**config.mk**
```make
export PLATFORM = sky130hd
export DESIGN_NAME = scmp_ram
export DESIGN_NICKNAME = d
export VERILOG_FILES = /design/src/rtl/scmp_ram.sv
export SDC_FILE = /design/constraint.sdc
export NUM_CORES = 2
export LEC_CHECK = 0
export BUFFER_PORTS_ARGS = -buffer_cell sky130_fd_sc_hd__clkbuf_2
export CAP_MARGIN = 20
export CORE_UTILIZATION = 50
export CTS_CLUSTER_SIZE = 24
export DETAILED_ROUTE_END_ITERATION = 8
export GPL_TIMING_DRIVEN = 0
export PLACE_DENSITY = 0.68
export SLEW_MARGIN = 10
export SYNTH_ARGS = -nofsm -noshare
export SYNTH_HDL_FRONTEND = slang
export SYNTH_SLANG_ARGS = --single-unit
```
**constraint.sdc**
```tcl
create_clock -name clk -period 2.4 [get_ports clk]
set_clock_uncertainty 0.15 [all_clocks]
set_input_delay 0.12 -clock clk [delete_from_list [all_inputs] [get_ports clk]]
set_output_delay 0.12 -clock clk [all_outputs]
set_load 0.1 [all_outputs]
```
**src/rtl/scmp_ram.sv**
```systemverilog
module scmp_ram #(
  parameter int WIDTH = 8,
  parameter int DEPTH = 256,
  localparam int AW   = $clog2(DEPTH)
) (
  input  logic             clk,
  input  logic             we,
  input  logic [AW-1:0]    waddr,
  input  logic [WIDTH-1:0] wdata,
  input  logic             re,
  input  logic [AW-1:0]    raddr,
  output logic [WIDTH-1:0] rdata
);

  logic [WIDTH-1:0] mem [DEPTH];

  always_ff @(posedge clk) begin
    if (we) begin
      mem[waddr] <= wdata;
    end
    if (re) begin
      rdata <= mem[raddr];
    end
  end

endmodule

```
# Word-level counts from Yosys, hierarchy flattened
# Memories as Yosys holds them, arrays and structs flattened. A register that Yosys moved wholly into a read port is not among the register bits.
# Index checks and enable logic that the tools add are counted.
# op_classes
n_mux	2
# op_table
op	count
two-way mux 1 bit	2
# totals
register_bits	0
ramBits	2048
input_bits	27
output_inout_bits	8
elab_cells	3
memories	1
# memory_table
memory	words	width	read_ports	rd_clocked_by_memory_dff	write_ports	line	source
mem	256	8	1	1	1	15	logic [WIDTH-1:0] mem [DEPTH];

# Longest topological paths before layout
# depth
word_depth	2
ltp_mapped	11
depth_no_buf	6

# Worst setup path before layout
# No wires, ideal clock.
# synth_timing
kind	input -> register
start	in raddr[0]
end	reg rdata[2], read port of mem (data pin)
setup_time_ps	269
arrival_ps	1927
required_ps	1981
slack_ps	54
cell_stages	9
path_buffers	4
path_cell_list	buf_6 > buf_12 > buf_8 > buf_2 > mux4_2 > a22oi_1 > a21oi_1 > nor4_1 > nor4_2
# synth_rtl
element	line	source
from (decl)	11	input logic [AW-1:0] raddr,
to (decl)	12	output logic [WIDTH-1:0] rdata

==> impl_metrics.json <==
{
  "worstSetupPathType": "in2reg",
  "synth_edf_count": 2056,
  "grt_pass1_vias": 41000,
  "ir_drop_v": 0.000646,
  "pin_count": 35,
  "grt_pass1_wl_um": 324000,
  "synthFlopType": "edfxtp_1",
  "crit_chain": "buf_2 -> buf_4 -> buf_2 -> buf_2 -> mux4_2 -> a221oi_4 -> o32ai_4 -> nor3_2 -> nor4_2",
  "p_per_area_mw_per_mm2": 816,
  "layout_commonest_cell": "edfxtp_1",
  "worst-path-buf-inv": 4,
  "numPortBuffers": 27,
  "maxCapViolCount": 0,
  "fin_cells": 6254,
  "critPathLaunchType": "input pin",
  "critical_path.top_delay_family": "buffers and inverters",
  "hold_path.class": "in2reg",
  "vias": 42200,
  "status": "finished with violations",
  "drc": 0,
  "grtUsageTotal_pct": 29.5,
  "multi_input_area_mm2": 0.0178,
  "async_flop_share_pct": 0,
  "placed_area_mm2": 0.0832,
  "ys_warn_count": 0,
  "die_w_um": 401,
  "cpPeakStageDelay_ps": 680,
  "cts_made_buffers": 198,
  "crit_path_frequent_cell": "buf_2",
  "die_y_um": 401,
  "antenna_found_initial": 11,
  "clockRootBuffer": "clkbuf_16",
  "syn-num-nets": 3760,
  "rows": 146,
  "clkSinkCount": 2056,
  "fin_crit_ps": 2740,
  "power_uw": 74200,
  "postSynthAreaPerCell_um2": 21.3,
  "ys_top_cells_by_area": "edfxtp_1 (78%), mux4_2 (13%), mux2i_1 (1.7%), nor2_1 (1.3%), a22oi_1 (1.3%)",
  "drtIter0Drc": 6966,
  "synth-seq-cells": 2056,
  "layout-drive-gt1-share_pct": 29.2,
  "drv_slew": 0,
  "place_hpwl_um": 158000,
  "coreArea_mm2": 0.158,
  "fmax_mhz": 365,
  "violations": "setup timing",
  "wl_um": 237000,
  "fin_nets": 4041,
  "place_inst": 5867,
  "tightest_slew_ps": 1300,
  "cp.arrival_ps": 3130,
  "routedWlPerCell_um": 37.9,
  "synth_cells": 3733,
  "end_kind": "flop",
  "final_antenna_net_count": 0,
  "grt-ovfl-total": 0,
  "clock_latency_ps": 850,
  "clk_pin_slew_ps": 60,
  "finalHoldViolCount": 0,
  "layout_common_cells": "edfxtp_1 (2,056), mux4_2 (455), clkbuf_16 (202)",
  "yosysUniqueCellTypes": 54,
  "gp_congestion": 0.986,
  "rsz0062_at_grt": "true",
  "area_delta_synth_final_pct": 14.2,
  "initial_core_util_pct": 50.3,
  "leakage_uw": 0.0279,
  "via_per_inst": 6.74,
  "fin_area_mm2": 0.0910,
  "h-tree-depth": 4,
  "synth_top_area_share_pct": 77.5,
  "cts_tree": "done",
  "yosysSeqAreaShare_pct": 77.5,
  "critPathRequiredTime_ps": 2790,
  "grt_max_degree": 143,
  "worst_slack_ps": -341,
  "synth_top_area_cell": "edfxtp_1",
  "path_max_fanout": 10,
  "setup_viol": 219,
  "netlist_area_mm2": 0.0796,
  "fp.dieArea_mm2": 0.161,
  "slowest_stage": "a221oi_4",
  "regArea_mm2": 0.0617,
  "n_fill_cell": 11300,
  "slew_headroom_pct": 13.5,
  "dr.pass1.iters": 6,
  "cts_buffer_depth": 3,
  "timing.final.crit_share_pct": 114
}
==> what timing repair did <==
action                                   CTS  global route
cloned                                     0             0
pin swaps                                 24            21
setup buffers                              6             1
hold buffers                              11             1
resized for setup                        366            88
hold endpoints to repair                 950             1
endpoints found under the setup margin  1248          1032
==> routing by layer <==
| metal | vias up | track usage [%] | part of all wire, % |
|---|---|---|---|
| li1 | 16300 | - | - |
| met1 | 22000 | 39.5 | 35 |
| met2 | 3188 | 42.9 | 45 |
| met3 | 643 | 9.89 | 14 |
| met4 | 12 | 16.1 | 6.1 |
| met5 | - | 0 | 0.039 |
==> worst reg2reg max path, cell delays in order (launching register included) <==
cell       delay, ps
edfxtp_1         370
mux4_2           530
mux4_2           570
nor2_4           180
a2111oi_4         60
nor3_4           460
nor4_4           130
==> cells by family (layout without fill, tap and decap cells) <==
| logic type | Yosys count | count (layout) | share of synthesized area, % |
|---|---|---|---|
| flops | 2056 | 2056 | 77.5 |
| other cells | 0 | 4 | 0 |
| mux | 591 | 591 | 14.6 |
| buf+inv | 235 | 680 | 1.83 |
| simple gates | 466 | 466 | 2.63 |
| compound gates | 385 | 385 | 3.42 |
==> worst paths after layout <==
| kind | startpoint | cells past startpoint | end | slack [ps] |
|---|---|---|---|---|
| max reg2reg | mem[131][1] | 6 | rdata[1] | -330 |
| max | raddr[1] | 9 | rdata[6] | -340 |
| min | waddr[1] | 3 | mem[163][6] | 60 |
| min reg2reg | mem[54][4] | 6 | rdata[4] | 1070 |
==> area by class of cell <==
cell class,instances,area share (%)
diodes,4,0.0110
repair buffers,83,1.14
well taps,2072,2.85
flip-flops and latches,2056,67.9
clock inverters,109,0.913
multi-input cells,1442,19.5
inverters,2,0.00963
clock buffers,255,5.78
plain buffers,231,1.91
==> state kept, by name (all words and copies together) (netlist names) <==
name	count
mem	2048
rdata	8
==> Yosys cell counts (13+ instances only) <==
library cell and number:
a211oi_1 16, a21oi_1 96, a221oi_1 13, a22oi_1 133
buf_1 22, buf_2 31, buf_4 27, buf_6 21
buf_8 13, clkbuf_1 111, edfxtp_1 2056, mux2i_1 134
mux4_2 454, nand2_1 33, nand3_1 34, nor2_1 282
nor2b_1 31, nor3_1 22, nor4_1 24, o221ai_1 46
o22ai_1 28
==> per-stage QoR <==
step	setup TNS, ps	util (%)	worst slack [ps]	hold WS [ps]
3_5_place_dp	-1872380	52.6	-2590	439
2_1_floorplan	0	-	53.9	68.9
4_1_cts	-1560	57.3	-385	0.725
5_1_grt	-1810	57.5	-318	28.8
3_3_place_gp	-7184420	52.1	-2970	462
6_report	-13570	57.5	-341	56.0
==> report_power, final <==
part	internal, uW	switching (uW)
Combinational	1440	3220
Clock	16500	13400
Sequential	39600	37.9
Note: power is estimated with default switching activity, not from simulation.
